--- src/design/hbet_pkg.sv ---
// ============================================================================
// hbet_pkg
// Shared types, constants and helpers for the HTTP body end tracker.
// ============================================================================
`default_nettype none

package hbet_pkg;

    localparam int SIZE_BITS_DEF  = 32;
    localparam int COUNT_BITS_DEF = 32;

    localparam int BYTE_W      = 8;
    localparam int MODE_W      = 2;
    localparam int CLEN_W      = 32;
    localparam int CFG_INDEX_W = 2;
    localparam int CFG_DATA_W  = 32;

    // body modes
    localparam logic [MODE_W-1:0] MODE_LENGTH  = 2'd0;
    localparam logic [MODE_W-1:0] MODE_CHUNKED = 2'd1;

    // configuration register indexes
    localparam logic [CFG_INDEX_W-1:0] CFG_BODY_MODE      = 2'd0;
    localparam logic [CFG_INDEX_W-1:0] CFG_CONTENT_LENGTH = 2'd1;

    localparam logic [BYTE_W-1:0] CHAR_CR = 8'h0D;
    localparam logic [BYTE_W-1:0] CHAR_LF = 8'h0A;

    typedef enum logic [4:0] {
        PH_SIZE = 5'b00001,  // size line digits and extension
        PH_LF   = 5'b00010,  // LF after size line
        PH_DATA = 5'b00100,  // chunk payload
        PH_CR2  = 5'b01000,  // CR after payload
        PH_LF2  = 5'b10000   // LF after payload
    } phase_t;

    typedef struct packed {
        logic digits_closed;
        logic done;
        logic error;
    } flags_t;

    typedef struct packed {
        logic body_done;
        logic framing_error;
        logic payload_valid;
    } result_t;

    typedef struct packed {
        logic       ok;
        logic [3:0] value;
    } hex_t;

    function automatic hex_t hex_decode(input logic [BYTE_W-1:0] c);
        hex_t h;
        h.ok    = 1'b1;
        h.value = 4'd0;
        if (c >= 8'h30 && c <= 8'h39) begin
            h.value = 4'(c - 8'h30);
        end else if (c >= 8'h61 && c <= 8'h66) begin
            h.value = 4'(c - 8'h57);
        end else if (c >= 8'h41 && c <= 8'h46) begin
            h.value = 4'(c - 8'h37);
        end else begin
            h.ok = 1'b0;
        end
        return h;
    endfunction

endpackage

`default_nettype wire

--- src/design/hbet_step.sv ---
// ============================================================================
// hbet_step
// Next-state and result logic for one body byte.
// ============================================================================
`default_nettype none

module hbet_step #(
    parameter int SIZE_BITS  = hbet_pkg::SIZE_BITS_DEF,
    parameter int COUNT_BITS = hbet_pkg::COUNT_BITS_DEF
) (
    input  wire logic [hbet_pkg::MODE_W-1:0] body_mode,
    input  wire logic [hbet_pkg::CLEN_W-1:0] content_length,
    input  wire logic [hbet_pkg::BYTE_W-1:0] data_byte,
    input  wire hbet_pkg::phase_t            phase,
    input  wire logic [SIZE_BITS-1:0]        chunk_size,
    input  wire logic [COUNT_BITS-1:0]       bytes_seen,
    input  wire hbet_pkg::flags_t            flags,
    output hbet_pkg::phase_t                 phase_next,
    output logic [SIZE_BITS-1:0]             chunk_size_next,
    output logic [COUNT_BITS-1:0]            bytes_seen_next,
    output hbet_pkg::flags_t                 flags_next,
    output hbet_pkg::result_t                result,
    output logic [hbet_pkg::BYTE_W-1:0]      payload_byte
);
    import hbet_pkg::*;

    localparam int LEN_W = (COUNT_BITS > CLEN_W) ? COUNT_BITS : CLEN_W;
    localparam int CHK_W = (COUNT_BITS > SIZE_BITS) ? COUNT_BITS : SIZE_BITS;

    logic [COUNT_BITS-1:0] bytes_inc;
    logic                  len_hit_now;
    logic                  len_hit_inc;
    logic                  chunk_hit_inc;
    hex_t                  hex;
    logic                  pay;

    // saturating byte counter
    assign bytes_inc     = (bytes_seen != {COUNT_BITS{1'b1}})
                           ? bytes_seen + COUNT_BITS'(1) : bytes_seen;
    assign len_hit_now   = LEN_W'(bytes_seen) == LEN_W'(content_length);
    assign len_hit_inc   = LEN_W'(bytes_inc) == LEN_W'(content_length);
    assign chunk_hit_inc = CHK_W'(bytes_inc) == CHK_W'(chunk_size);
    assign hex           = hex_decode(data_byte);

    always_comb begin
        phase_next      = phase;
        chunk_size_next = chunk_size;
        bytes_seen_next = bytes_seen;
        flags_next      = flags;
        pay             = 1'b0;

        priority if (flags.error) begin
            // frozen until reset
        end else if (body_mode != MODE_LENGTH && body_mode != MODE_CHUNKED) begin
            flags_next.done  = 1'b1;
            flags_next.error = 1'b1;
        end else if (flags.done) begin
            flags_next.error = 1'b1;
        end else if (body_mode == MODE_LENGTH) begin
            if (len_hit_now) begin
                flags_next.done  = 1'b1;
                flags_next.error = 1'b1;
            end else begin
                pay             = 1'b1;
                bytes_seen_next = bytes_inc;
                if (len_hit_inc) begin
                    flags_next.done = 1'b1;
                end
            end
        end else begin
            unique case (phase)
                PH_SIZE: begin
                    if (data_byte == CHAR_CR) begin
                        flags_next.digits_closed = 1'b0;
                        if (chunk_size == '0) begin
                            flags_next.done = 1'b1;
                        end else begin
                            phase_next = PH_LF;
                        end
                    end else if (flags.digits_closed) begin
                        // extension text, skipped
                    end else if (!hex.ok) begin
                        flags_next.digits_closed = 1'b1;
                    end else if (chunk_size[SIZE_BITS-1 -: 4] != 4'd0) begin
                        flags_next.error = 1'b1;
                    end else begin
                        chunk_size_next = {chunk_size[SIZE_BITS-5:0], hex.value};
                    end
                end
                PH_LF: begin
                    if (data_byte != CHAR_LF) begin
                        flags_next.error = 1'b1;
                    end else begin
                        bytes_seen_next = '0;
                        phase_next      = PH_DATA;
                    end
                end
                PH_DATA: begin
                    pay             = 1'b1;
                    bytes_seen_next = bytes_inc;
                    if (chunk_hit_inc) begin
                        phase_next = PH_CR2;
                    end
                end
                PH_CR2: begin
                    if (data_byte != CHAR_CR) begin
                        flags_next.error = 1'b1;
                    end else begin
                        phase_next = PH_LF2;
                    end
                end
                PH_LF2: begin
                    if (data_byte != CHAR_LF) begin
                        flags_next.error = 1'b1;
                    end else begin
                        phase_next               = PH_SIZE;
                        chunk_size_next          = '0;
                        bytes_seen_next          = '0;
                        flags_next.digits_closed = 1'b0;
                    end
                end
                default: begin
                    flags_next.error = 1'b1;
                end
            endcase
        end
    end

    assign result.body_done     = flags_next.done;
    assign result.framing_error = flags_next.error;
    assign result.payload_valid = pay;
    assign payload_byte         = pay ? data_byte : '0;

endmodule

`default_nettype wire

--- src/design/http_body_end_tracker.sv ---
// ============================================================================
// http_body_end_tracker
// Follows an HTTP message body byte by byte and flags its end.
// ============================================================================
// Usage:
//   s_valid/s_ready/s_data_byte carries one raw body byte per item.
//   m_valid/m_ready carries one result item per input byte: sticky
//   m_body_done and m_framing_error, plus m_payload_valid/m_payload_byte
//   when the byte is body payload (payload byte reads 0 otherwise).
//   cfg_valid/cfg_ready/cfg_index/cfg_wdata writes body_mode (index 0) and
//   content_length (index 1); cfg_ready is always high. Write only while
//   no item is in flight; writes do not clear tracking state.
//   Timing: the byte lands in the input register at the accepting edge and
//   its result in the result register when it advances, raising m_valid.
//   Throughput: one byte per cycle unless a held result stalls it; the
//   combinational state update between those registers sets this.
//   Reset (aresetn low, synchronous) clears the tracker to the start of a
//   size line and drops both registers. When m_ready is low the result
//   register holds and one more byte is taken into the input register,
//   after which s_ready falls until the result is taken.
// ============================================================================
`default_nettype none

module http_body_end_tracker #(
    parameter int SIZE_BITS  = hbet_pkg::SIZE_BITS_DEF,
    parameter int COUNT_BITS = hbet_pkg::COUNT_BITS_DEF
) (
    input  wire logic                             aclk,
    input  wire logic                             aresetn,
    input  wire logic                             s_valid,
    output logic                                  s_ready,
    input  wire logic [hbet_pkg::BYTE_W-1:0]      s_data_byte,
    output logic                                  m_valid,
    input  wire logic                             m_ready,
    output logic                                  m_body_done,
    output logic                                  m_framing_error,
    output logic                                  m_payload_valid,
    output logic [hbet_pkg::BYTE_W-1:0]           m_payload_byte,
    input  wire logic                             cfg_valid,
    output logic                                  cfg_ready,
    input  wire logic [hbet_pkg::CFG_INDEX_W-1:0] cfg_index,
    input  wire logic [hbet_pkg::CFG_DATA_W-1:0]  cfg_wdata
);
    import hbet_pkg::*;

    logic [MODE_W-1:0]     body_mode_reg;
    logic [CLEN_W-1:0]     content_length_reg;
    logic                  in_valid_reg;
    logic [BYTE_W-1:0]     in_byte_reg;
    phase_t                phase_reg;
    phase_t                phase_next;
    logic [SIZE_BITS-1:0]  chunk_size_reg;
    logic [SIZE_BITS-1:0]  chunk_size_next;
    logic [COUNT_BITS-1:0] bytes_seen_reg;
    logic [COUNT_BITS-1:0] bytes_seen_next;
    flags_t                flags_reg;
    flags_t                flags_next;
    result_t               result;
    logic [BYTE_W-1:0]     payload_byte;
    logic                  out_valid_reg;
    result_t               out_result_reg;
    logic [BYTE_W-1:0]     out_byte_reg;
    logic                  s_accept;
    logic                  advance;

    assign advance   = in_valid_reg && (!out_valid_reg || m_ready);
    assign s_ready   = !in_valid_reg || advance;
    assign s_accept  = s_valid && s_ready;
    assign cfg_ready = 1'b1;

    always_ff @(posedge aclk) begin
        if (!aresetn) begin
            body_mode_reg      <= MODE_LENGTH;
            content_length_reg <= '0;
        end else if (cfg_valid) begin
            unique case (cfg_index)
                CFG_BODY_MODE:      body_mode_reg      <= cfg_wdata[MODE_W-1:0];
                CFG_CONTENT_LENGTH: content_length_reg <= cfg_wdata[CLEN_W-1:0];
                default: ;
            endcase
        end
    end

    always_ff @(posedge aclk) begin
        if (!aresetn) begin
            in_valid_reg <= 1'b0;
        end else if (s_accept) begin
            in_valid_reg <= 1'b1;
        end else if (advance) begin
            in_valid_reg <= 1'b0;
        end
    end

    always_ff @(posedge aclk) begin
        if (s_accept) begin
            in_byte_reg <= s_data_byte;
        end
    end

    hbet_step #(
        .SIZE_BITS  (SIZE_BITS),
        .COUNT_BITS (COUNT_BITS)
    ) u_step (
        .body_mode       (body_mode_reg),
        .content_length  (content_length_reg),
        .data_byte       (in_byte_reg),
        .phase           (phase_reg),
        .chunk_size      (chunk_size_reg),
        .bytes_seen      (bytes_seen_reg),
        .flags           (flags_reg),
        .phase_next      (phase_next),
        .chunk_size_next (chunk_size_next),
        .bytes_seen_next (bytes_seen_next),
        .flags_next      (flags_next),
        .result          (result),
        .payload_byte    (payload_byte)
    );

    always_ff @(posedge aclk) begin
        if (!aresetn) begin
            phase_reg      <= PH_SIZE;
            chunk_size_reg <= '0;
            bytes_seen_reg <= '0;
            flags_reg      <= '0;
        end else if (advance) begin
            phase_reg      <= phase_next;
            chunk_size_reg <= chunk_size_next;
            bytes_seen_reg <= bytes_seen_next;
            flags_reg      <= flags_next;
        end
    end

    always_ff @(posedge aclk) begin
        if (!aresetn) begin
            out_valid_reg <= 1'b0;
        end else if (advance) begin
            out_valid_reg <= 1'b1;
        end else if (m_ready) begin
            out_valid_reg <= 1'b0;
        end
    end

    always_ff @(posedge aclk) begin
        if (advance) begin
            out_result_reg <= result;
            out_byte_reg   <= payload_byte;
        end
    end

    assign m_valid         = out_valid_reg;
    assign m_body_done     = out_result_reg.body_done;
    assign m_framing_error = out_result_reg.framing_error;
    assign m_payload_valid = out_result_reg.payload_valid;
    assign m_payload_byte  = out_byte_reg;

`ifndef SYNTHESIS
    a_error_sticky: assert property (@(posedge aclk) disable iff (!aresetn)
        flags_reg.error |=> flags_reg.error)
        else $error("framing error flag cleared without reset");

    a_no_payload_after_done: assert property (@(posedge aclk) disable iff (!aresetn)
        advance && flags_reg.done |=> m_valid && !m_payload_valid && m_body_done)
        else $error("payload reported after body end");

    a_error_no_payload: assert property (@(posedge aclk) disable iff (!aresetn)
        m_valid && m_framing_error |-> !m_payload_valid)
        else $error("payload reported together with framing error");

    a_zero_byte_idle: assert property (@(posedge aclk) disable iff (!aresetn)
        m_valid && !m_payload_valid |-> m_payload_byte == '0)
        else $error("payload byte nonzero on non-payload item");

    a_hold_input: assert property (@(posedge aclk) disable iff (!aresetn)
        in_valid_reg && !advance |=> in_valid_reg && $stable(in_byte_reg))
        else $error("stalled input item lost or changed");
`endif

endmodule

`default_nettype wire
--- config.mk ---
export PLATFORM = sky130hd
export DESIGN_NAME = http_body_end_tracker
export DESIGN_NICKNAME = d
export VERILOG_FILES = /design/src/design/hbet_pkg.sv /design/src/design/hbet_step.sv /design/src/design/http_body_end_tracker.sv
export SDC_FILE = /design/constraint.sdc
export NUM_CORES = 1
export LEC_CHECK = 0
export BUFFER_PORTS_ARGS = -buffer_cell sky130_fd_sc_hd__buf_2
export CAP_MARGIN = 15
export CORE_ASPECT_RATIO = 0.9
export CORE_MARGIN = 2
export CORE_UTILIZATION = 39
export CTS_CLUSTER_SIZE = 8
export DETAILED_ROUTE_END_ITERATION = 8
export GPL_TIMING_DRIVEN = 0
export PLACE_DENSITY_LB_ADDON = 0.2
export SYNTH_ARGS = -nofsm -noshare
export SYNTH_HDL_FRONTEND = slang
export SYNTH_SLANG_ARGS = --single-unit
--- constraint.sdc ---
create_clock -name aclk -period 3.7 [get_ports aclk]
set_input_delay 0.555 -clock aclk [delete_from_list [all_inputs] [get_ports aclk]]
set_output_delay 0.555 -clock aclk [all_outputs]
set_load 0.02 [all_outputs]
# ---- Word-level counts from Yosys, hierarchy flattened
# Cells that the tools add are included.
dict set report classes {
  add_sub_neg 4
  multipliers 0
  div 0
  magnitude_cmp 6
  eq_ne 26
  shifts 0
  muxes 56
  bitwise 4
  reduce_logical 27
}
# op count
set op_table {}
lappend op_table {{$mux W32} 8}
lappend op_table {{$pmux W32 S2} 2}
lappend op_table {{$eq A32 B32 Y1} 3}
lappend op_table {{$add A32 B1 Y32 const B} 1}
lappend op_table {{$logic_not A32 Y1} 1}
lappend op_table {{$ne A32 B32 Y1 const B} 1}
lappend op_table {{$mux W1} 31}
lappend op_table {{$mux W5} 6}
lappend op_table {{$pmux W5 S5} 1}
lappend op_table {{$ge A8 B7 Y1 const B} 2}
lappend op_table {{$le A8 B7 Y1 const B} 2}
lappend op_table {{$ne A2 B2 Y1 const B} 8}
lappend op_table {{$ne A8 B4 Y1 const B} 2}
lappend op_table {{$reduce_and A7 Y1} 2}
lappend op_table {{$mux W4} 3}
lappend op_table {{$reduce_and A12 Y1} 1}
lappend op_table {{$reduce_and A11 Y1} 1}
lappend op_table {{$eq A8 B4 Y1 const B} 1}
lappend op_table {{$ge A8 B6 Y1 const B} 1}
lappend op_table {{$le A8 B6 Y1 const B} 1}
lappend op_table {{$ne A2 B1 Y1 const B} 4}
lappend op_table {{$reduce_bool A2 Y1} 4}
lappend op_table {{$sub A4 B3 Y4 const B} 2}
lappend op_table {{$logic_and A1 B1 Y1} 6}
lappend op_table {{other kinds (20)} 29}
dict set report word_totals {
  reg_bits 127
  latch_bits 0
  ram_bits 0
  romBits 0
  input_bits 47
  output_inout_bits 14
  elab_cells 138
  memories 0
}

# ---- Longest topological paths before layout
# Gate-level depths: netlist of run 1.
dict set report depth {
  ltp_word 13
  depth_mapped 13
  depth_no_buf 11
}

# ---- Cells and area by module
# A second synthesis of run 1 with hierarchy kept.
dict set report hier_totals {
  cells_unflattened 1314
  hier_area_um2 10015.9
}
# mod instances cells_per_inst area_each_um2 seq_area_each_um2
set by_module_without_submodules {}
lappend by_module_without_submodules {hbet_step 1 819 5203.7 0.0}
lappend by_module_without_submodules {http_body_end_tracker 1 495 4812.1 2732.6}

# ---- Worst setup path before layout of run 1
# OpenSTA, ideal clock, no wires.
dict set report synth_path {
  path_type {register -> register}
  startpoint {register bytes_seen_reg[1]}
  endpoint {register phase_reg[0]}
  setup_time_ps 121
  t_arrival_ps 3161
  required_time_ps 3579
  slack_ps 418
  stages_incl_launch_ff 13
  synth_period_minus_slack_ps 3282
  path_cell_list {dfxtp_1 -> ha_1 -> buf_2 -> nand3_1 -> buf_2 -> or4_1 -> nor3_2 -> a31o_2 -> o22ai_1 -> a2111o_1 -> nor4_4 -> a31oi_4 -> mux2_4}
}
dict set report synth_between {
  elab_chain_cells 5
}
# element line_no
set synth_lines {}
lappend synth_lines {{from (decl)} http_body_end_tracker.sv:54} ;# logic [COUNT_BITS-1:0] bytes_seen_reg;
lappend synth_lines {{from (signal assigned)} http_body_end_tracker.sv:128} ;# bytes_seen_reg <= bytes_seen_next;
lappend synth_lines {{$add A32 B1 Y32 or $ne A32 B32 Y1 (tied branches)} {hbet_step.sv:39, hbet_step.sv:38}}
lappend synth_lines {{$mux W32 *} hbet_step.sv:39} ;# ? bytes_seen + COUNT_BITS'(1) : bytes_seen;
lappend synth_lines {{$eq A32 B32 Y1 *} hbet_step.sv:42} ;# assign chunk_hit_inc = CHK_W'(bytes_inc) == CHK_W'(chunk_size);
lappend synth_lines {{$ne A2 B1 Y1 (no line) *} -}
lappend synth_lines {{$reduce_and A12 Y1 (no line) *} -}
lappend synth_lines {{to (signal assigned)} http_body_end_tracker.sv:126} ;# phase_reg <= phase_next;
lappend synth_lines {{to (decl)} http_body_end_tracker.sv:50} ;# phase_t phase_reg;
# Mark *: on every way between the ends. The rest lies on a longest branch, timed or not.
# A chain may end at the register's enable or synchronous reset.

# ---- Final worst setup path of run 1
# Same ends and word-level chain as after synthesis.

==> results.ini, run 1 <==
[timing]
finClkSkew_ns=0.0101
fmax_mhz=269
rsz0062_at_grt=true
hold_viol_final=0
worstMarginPinSlew_ns=0.970
period_share_pct=101
worst_slack_ns=-0.0198
final_max_slew_viol_count=0
finalSetupViolations=1
timing.slew.headroom_pct=35.3
period_minus_slack_ns=3.72

[logic_synthesis]
synth.distinct_cells=79
ys_seq_elements=127
syn_inst=1048
syn_nets=1100
ys.flop_type=dfxtp_1
netlist_area_mm2=0.00827
synth_edf_count=19
ys.warnings.count=0
ys_seq_area_share_pct=33.1
async_flop_share_pct=0
postSynthAreaPerCell_um2=7.89

[floorplan]
core-area_mm2=0.0208
boundaryPins=61
die_y_um=142
die_area_mm2=0.0224
num_rows=50
die_x_um=157
initial_utilization_pct=39.8

[clock_network]
cts_tree=yes
root_buffer=clkbuf_16
cts_num_sinks=127
htreeDepth=4
clock_path_buffers=2
clock_latency_ns=0.44
clk_pin_slew_ns=0.07
cts_hold_buf=0
numCtsBuffers=17

[global_route]
grt_pass1_vias=7738
grt_max_degree=17
antenna_found_initial=0
grt_pass1_wl_um=47100
grt_util_all_layers_pct=28.0
grt_overflow=0

[finish]
final_cell_mix=nand2_1, a21oi_1, dfxtp_1
nets=1187
num-fill-cells=2077
antenna_cells=0
syn_to_final_growth_pct=18.7
final_cell_area_mm2=0.00981
final_common_cell=nand2_1
drive_above_1_share_pct=17.8

[detailed_routing]
met1_length_um=14200
via_per_inst=5.99
routed_wl_um=30900
via_count=8596
post_drt_wl_per_cell_um=21.6
drc=0
drtIter0Drc=1095
highest_layer=met4
wl_met2_um=12400
drt-pass1-iter-count=5
dr_wl_met3_um=3400
postRouteAntennaNets=0

[power_and_ir_drop]
peakVddDrop_uv=292
p_per_area_mw_per_mm2=362
p_leak_nw=3.63

[placement]
place.gp.congestion=0.969
placed_cell_area_mm2=0.00893
hpwl_um=22900
portBuffers=59
dp_slack_ns=-0.745

[status]
violations=setup timing
status=finished with violations

[setup_path]
worstSetupEndpointType=flop
crit_path_start_kind=flop
crit_type=flop to flop
critPathArrivalTime_ns=4.05
required_ns=4.03
crit_fanout=10

[worst_hold_path]
hp-class=input pin to flop

[run]
maxCapViolCount=0

==> worst max-delay path, cell delays in order (launching register included) <==
cell      delay [ns]
dfxtp_4         0.40
ha_1            0.17
buf_4           0.17
nand3_2         0.13
or4_1           0.55
clkbuf_4        0.21
buf_4           0.20
o21ai_0         0.26
o21ai_2         0.16
nor4_2          0.23
nand4b_1        0.21
nor4_4          0.39
a31oi_4         0.18
mux2_4          0.33
==> metrics by stage <==
stage                     util [%]  power, mW  std cells  TNS, ns  hold WS [ns]
after global placement        42.9       1.80       1393    -6.10         0.458
after floorplan                  -       1.67       1048        0         0.448
after detailed placement      43.0       1.80       1394    -4.80         0.463
after global routing          47.2       3.65       1434  -0.0730         0.274
after CTS                     46.9       3.55       1433        0         0.278
final                         47.2       3.55       1434  -0.0198         0.290
==> metal layers <==
metal	vias to the layer above	track usage (%)
met5	-	0
met4	0	9.38
met3	78	7.73
met2	473	38.8
met1	4023	41.3
li1	4022	-
==> synthesized netlist by cell type, drive strengths merged (3+ instances only) <==
| cell | count | area [µm²] |
|---|---|---|
| nand2 | 136 | 510 |
| a21oi | 121 | 606 |
| dfxtp | 108 | 2160 |
| nor2 | 70 | 265 |
| nand3 | 59 | 300 |
| clkbuf | 58 | 219 |
| xnor2 | 50 | 438 |
| o21ai | 40 | 200 |
| buf | 33 | 190 |
| a31oi | 31 | 209 |
| nor4 | 31 | 273 |
| xor2 | 29 | 254 |
| nand4 | 28 | 233 |
| nor3 | 23 | 120 |
| edfxtp | 19 | 571 |
| inv | 16 | 60.1 |
| o221a | 16 | 180 |
| mux2i | 14 | 140 |
| nor2b | 14 | 87.6 |
| and3 | 11 | 68.8 |
| or3 | 10 | 62.6 |
| or4 | 10 | 78.8 |
| and2 | 9 | 56.3 |
| and4 | 9 | 78.8 |
| nand3b | 6 | 45.0 |
| nand4b | 6 | 52.6 |
| o211ai | 6 | 45.0 |
| ha | 5 | 62.6 |
| nor3b | 5 | 37.5 |
| o22ai | 5 | 31.3 |
| o31ai | 5 | 42.5 |
| a211oi | 4 | 30.0 |
| a21o | 4 | 30.0 |
| nand2b | 4 | 25.0 |
| nor4b | 4 | 35.0 |
| or2 | 4 | 25.0 |
| a2111oi | 3 | 51.3 |
| a221oi | 3 | 26.3 |
| a41oi | 3 | 26.3 |
| and3b | 3 | 26.3 |
| o21a | 3 | 22.5 |
| o221ai | 3 | 26.3 |
| o2bb2ai | 3 | 26.3 |
==> report_power, final <==
group,total [mW],switching [mW],internal [mW]
Sequential,1.46,0.0246,1.44
Combinational,0.321,0.212,0.108
Clock,1.77,0.794,0.975
==> repair_timing <==
| action | CTS | global route |
|---|---|---|
| pin swaps | 7 | 6 |
| gates cloned | 0 | 0 |
| buffers inserted | 7 | 2 |
| resized for setup | 32 | 21 |
| hold endpoints to repair | 0 | 0 |
| setup endpoints to repair | 19 | 21 |
==> cell type report <==
class	count	area, µm²	area share (%)
plain buffers	90	428	4.36
multi-input cells	814	5250	53.5
inverters	16	60.1	0.612
well taps	286	358	3.65
clock inverters	15	188	1.91
flip-flops and latches	127	2740	27.9
clock buffers	17	425	4.34
repair buffers	69	370	3.78
==> cells by family after synthesis <==
group	after synthesis	synth area share, %
simple gates	444	29.0
other cells	1	0.0454
buf+inv	107	5.68
mux	16	2.01
compound gates	268	20.8
flops	127	33.1
xor+xnor	80	8.64
fa+ha+maj	5	0.757
==> path summary, 6_finish.rpt <==
check                                             from                      to  slack (ns)  cells after the start
worst max-delay path                 bytes_seen_reg[1]            phase_reg[0]       -0.02                     13
worst min register to register  content_length_reg[17]  content_length_reg[17]        0.47                      2
worst max register to register       bytes_seen_reg[1]            phase_reg[0]       -0.02                     13
worst min-delay path                    s_data_byte[2]          in_byte_reg[2]        0.29                      1
No activity file was read; power rests on OpenSTA's default activity.
==> run 2, diff against run 1 <==
- RECOVER_POWER: unset -> 25
==> run 2 against run 1 <==
The run now ends clean. Cell count stayed put. First-iteration DRC count grew 3.9%. Total power about the same. Combinational power decreased by 1%. Sequential power barely moved.
==> results.ini, run 2 (synthesis results as in run 1) <==
[setup_path]
critPathArrivalTime_ns=4.00
worstSetupEndpointType=flop
crit_type=flop to flop
crit_path_start_kind=flop
crit_fanout=9
required_ns=4.03

[detailed_routing]
routed_wl_um=30900
via_per_inst=6.00
postRouteAntennaNets=0
drc=0
via_count=8597
drt-pass1-iter-count=5
post_drt_wl_per_cell_um=21.6
drtIter0Drc=1138

[floorplan]
die_y_um=142
initial_utilization_pct=39.8
boundaryPins=61
die_area_mm2=0.0224
die_x_um=157
core-area_mm2=0.0208
num_rows=50

[global_route]
grt_overflow=0
grt_pass1_vias=7738
use_met2_pct=38.8
antenna_found_initial=0
grt_pass1_wl_um=47100
grt_max_degree=17
grt_use_met3_pct=7.73
top_usage_layer=met1
grt_util_all_layers_pct=28.0
grtUsageMet1_pct=41.3

[timing]
finClkSkew_ns=0.00866
finalSetupViolations=0
rsz0062_at_grt=true
worstMarginPinSlew_ns=0.964
timing.slew.headroom_pct=35.7
finalSetupTns_ns=0
final_max_slew_viol_count=0
hold_viol_final=0
period_minus_slack_ns=3.67
period_share_pct=99.2
fmax_mhz=273

[finish]
drive_above_1_share_pct=16.7
multi_input_area_mm2=0.00525
seq_area_mm2=0.00274
final_common_cell=nand2_1
final_cell_mix=nand2_1, a21oi_1, dfxtp_1
nets=1187
antenna_cells=0
syn_to_final_growth_pct=18.5
num-fill-cells=2081
final_core_util_pct=47.2

[worst_hold_path]
hp-class=input pin to flop

[placement]
hpwl_um=22900
place.gp.congestion=0.969
portBuffers=59

[power_and_ir_drop]
p_per_area_mw_per_mm2=362
pwr-share-clk_pct=49.9
power_frac_seq_pct=41.2
switchingPower_mw=1.03
peakVddDrop_uv=293
p_leak_nw=3.60
p_total_mw=3.55
power_frac_comb_pct=8.9
p_int_mw=2.52
swShare_pct=29.1

[clock_network]
clock_latency_ns=0.44
numCtsBuffers=17
clock_path_buffers=2
clk_pin_slew_ns=0.07
root_buffer=clkbuf_16
cts_num_sinks=127
htreeDepth=4
cts_hold_buf=0
cts_tree=yes

[status]
status=complete, no violations

[run]
maxCapViolCount=0

-- run 2: changes by cell type in the layout (fill, tap and decap cells not counted), sizes merged --
cell | previous run | this run
buf | 103 | 91
clkbuf | 73 | 85
-- run 2: critical path: stages (launching register included) --
cell and delay (ns):
dfxtp_1 0.30, buf_2 0.24, and3_1 0.19, clkbuf_1 0.27, nand4_1 0.24, a2111oi_4 0.68, or3_1 0.20, nand4_1 0.14
or4_4 0.46, nor4_4 0.33, a31oi_4 0.18, mux2_4 0.33
-- run 2: area by class of cell --
type | count | area share [%]
well taps | 286 | 3.65
repair buffers | 69 | 3.63
multi-input cells | 814 | 53.5
clock buffers | 17 | 4.34
inverters | 16 | 0.613
flip-flops and latches | 127 | 27.9
plain buffers | 90 | 4.37
clock inverters | 15 | 1.92
-- run 2: power by group through the flow --
| stage | Sequential, mW | Combinational [mW] | Clock, mW |
|---|---|---|---|
| global route | 1.47 | 0.340 | 1.85 |
| CTS | 1.46 | 0.314 | 1.78 |
| floorplan | 1.50 | 0.167 | 0 |
| global placement | 1.49 | 0.304 | 0 |
| detailed placement | 1.49 | 0.305 | 0 |
| finish | 1.46 | 0.317 | 1.77 |
-- run 2: worst paths after layout --
kind | startpoint | end | slack, ns | cells after the start
setup reg to reg | bytes_seen_reg[21] | phase_reg[0] | 0.03 | 11
setup / recovery | bytes_seen_reg[21] | phase_reg[0] | 0.03 | 11
hold / removal | s_data_byte[2] | in_byte_reg[2] | 0.29 | 1
hold reg to reg | content_length_reg[18] | content_length_reg[18] | 0.47 | 2
-- run 2: repair_timing --
action,CTS,global route
buffers inserted,7,2
setup endpoints to repair,19,21
resized for setup,32,21
cloned,0,0
pin swaps,7,6
-- run 2: per-layer routing --
layer / share of wire (%) / vias up
met2: 40 / 452
met4: 2.8 / 0
li1: - / 4020
met5: 0 / -
met1: 46 / 4054
met3: 11 / 71
-- run 2: through the flow --
step / hold slack, ns / cells / setup slack, ns / instance area, µm²
after CTS: 0.278 / 1433 / 0.0251 / 9740
after global placement: 0.458 / 1393 / -0.825 / 8920
after detailed placement: 0.463 / 1394 / -0.745 / 8930
after global routing: 0.274 / 1434 / -0.0623 / 9800
final: 0.287 / 1434 / 0.0311 / 9800
after floorplan: 0.448 / 1048 / 0.418 / 8270
==> run 3, diff against run 2 <==
- CTS_CLUSTER_SIZE: 8 -> 16
- SKIP_CTS_REPAIR_TIMING: unset -> 1
- clock period: 3.7 -> 4 ns (I/O delays scaled with it)
==> run 3 against run 2 <==
Worst hold slack improved by 0.047 ns. Fmax decreased by 6.0%. Highest routed layer unchanged. Via count increased by 0.10%. Largest cell class unchanged. Wire length decreased by 0.82%. Critical endpoint is now bytes_seen_reg[30]. Sequential share of layout area increased by 0.24 points.
==> results.ini, run 3 (synthesis results as in run 1) <==
[status]
status=complete, no violations

[power_and_ir_drop]
pwr-share-clk_pct=49.8
swShare_pct=29.0
switchingPower_mw=0.951
peakVddDrop_uv=269
p_leak_nw=3.50
p_per_area_mw_per_mm2=338
p_int_mw=2.33
power_frac_comb_pct=8.9
power_frac_seq_pct=41.3
p_total_mw=3.28

[timing]
finalSetupTns_ns=0
hold_viol_final=0
finalSetupViolations=0
holdWs_ns=0.334
rsz0062_at_grt=false
period_minus_slack_ns=3.90
worstMarginPinSlew_ns=0.939
timing.slew.headroom_pct=37.4
finClkSkew_ns=0.0122
fmax_mhz=256
period_share_pct=97.6
final_max_slew_viol_count=0

[placement]
place.gp.congestion=0.969
portBuffers=59
hpwl_um=22900

[detailed_routing]
routed_wl_um=30700
postRouteAntennaNets=0
post_drt_wl_per_cell_um=21.5
drt-pass1-iter-count=6
drc=0
drtIter0Drc=1127
via_per_inst=6.02
via_count=8606

[finish]
final_common_cell=nand2_1
antenna_cells=0
nets=1183
drive_above_1_share_pct=15.7
final_cell_mix=nand2_1, a21oi_1, dfxtp_1
syn_to_final_growth_pct=17.4

[clock_network]
cts_tree=yes
clk_pin_slew_ns=0.07
clock_path_buffers=2
clock_latency_ns=0.44
numCtsBuffers=17
root_buffer=clkbuf_16
htreeDepth=4
cts_num_sinks=127

[setup_path]
critPathArrivalTime_ns=4.23
crit_fanout=10
worstSetupEndpointType=flop
crit_type=flop to flop
crit_path_start_kind=flop
required_ns=4.32

[run]
maxCapViolCount=0

[global_route]
grt_util_all_layers_pct=27.7
antenna_found_initial=0
grt_pass1_wl_um=46600
grt_max_degree=17
grt_overflow=0
grt_pass1_vias=7683

[floorplan]
core-area_mm2=0.0208
die_x_um=157
die_y_um=142
initial_utilization_pct=39.8
die_area_mm2=0.0224
num_rows=50
boundaryPins=61

[worst_hold_path]
hp-class=input pin to flop

run 3: cell types whose count changed in the layout (fill, tap and decap cells not counted), moves of 2 or more:
cell      delta
buf_4        -9
clkbuf_1     +5
nor3_2       +2
nor3_4       -2
clkbuf_2     -2
buf_2        +4
run 3: worst max-delay path, stage by stage (launching register included):
cell and delay, ns:
dfxtp_1 0.29, buf_2 0.19, xnor2_1 0.33, nand2_1 0.18, nor4_1 0.56, a41oi_1 0.31, nand2_1 0.21, or2_2 0.18
clkbuf_1 0.52, clkbuf_1 0.58, nor2_1 0.16, o221a_2 0.28
run 3: worst paths after layout:
check | to | cells past startpoint | startpoint | slack [ns]
worst max register to register | bytes_seen_reg[30] | 11 | bytes_seen_reg[9] | 0.1
worst max-delay path | bytes_seen_reg[30] | 11 | bytes_seen_reg[9] | 0.1
worst min-delay path | in_byte_reg[2] | 1 | s_data_byte[2] | 0.33
worst min register to register | content_length_reg[23] | 2 | content_length_reg[23] | 0.47
run 3: final cells by class:
cell class                 count  area (µm²)
sequential                   127        2730
tap                          286         358
multi-input combinational    814        5200
fill                        2095       11100
inverter                      16        60.1
clock inverter                15         188
buffer                        91         415
timing repair buffer          64         318
clock buffer                  17         425
run 3: power by group through the flow:
stage | clock [mW] | sequential [mW] | combinational [mW]
after floorplan | 0 | 1.39 | 0.155
after global placement | 0 | 1.38 | 0.281
after detailed placement | 0 | 1.38 | 0.282
after CTS | 1.64 | 1.35 | 0.283
after global routing | 1.71 | 1.36 | 0.314
final | 1.63 | 1.35 | 0.293
run 3: per-stage QoR:
| step | util, % | area, µm² | worst slack [ns] | cells |
|---|---|---|---|---|
| final | 46.7 | 9700 | 0.0968 | 1430 |
| after detailed placement | 43.0 | 8930 | -0.445 | 1394 |
| after global placement | 42.9 | 8920 | -0.525 | 1393 |
| after global routing | 46.7 | 9700 | 0.00834 | 1430 |
| after floorplan | - | 8270 | 0.718 | 1048 |
| after CTS | 45.9 | 9540 | -0.483 | 1426 |
run 3: metal layers:
| metal | vias up | track usage (%) | part of all wire, % |
|---|---|---|---|
| met5 | - | 0 | 0 |
| li1 | 4001 | - | - |
| met2 | 515 | 38.4 | 40 |
| met4 | 0 | 9.09 | 3.1 |
| met1 | 4007 | 41.8 | 47 |
| met3 | 83 | 6.24 | 10 |
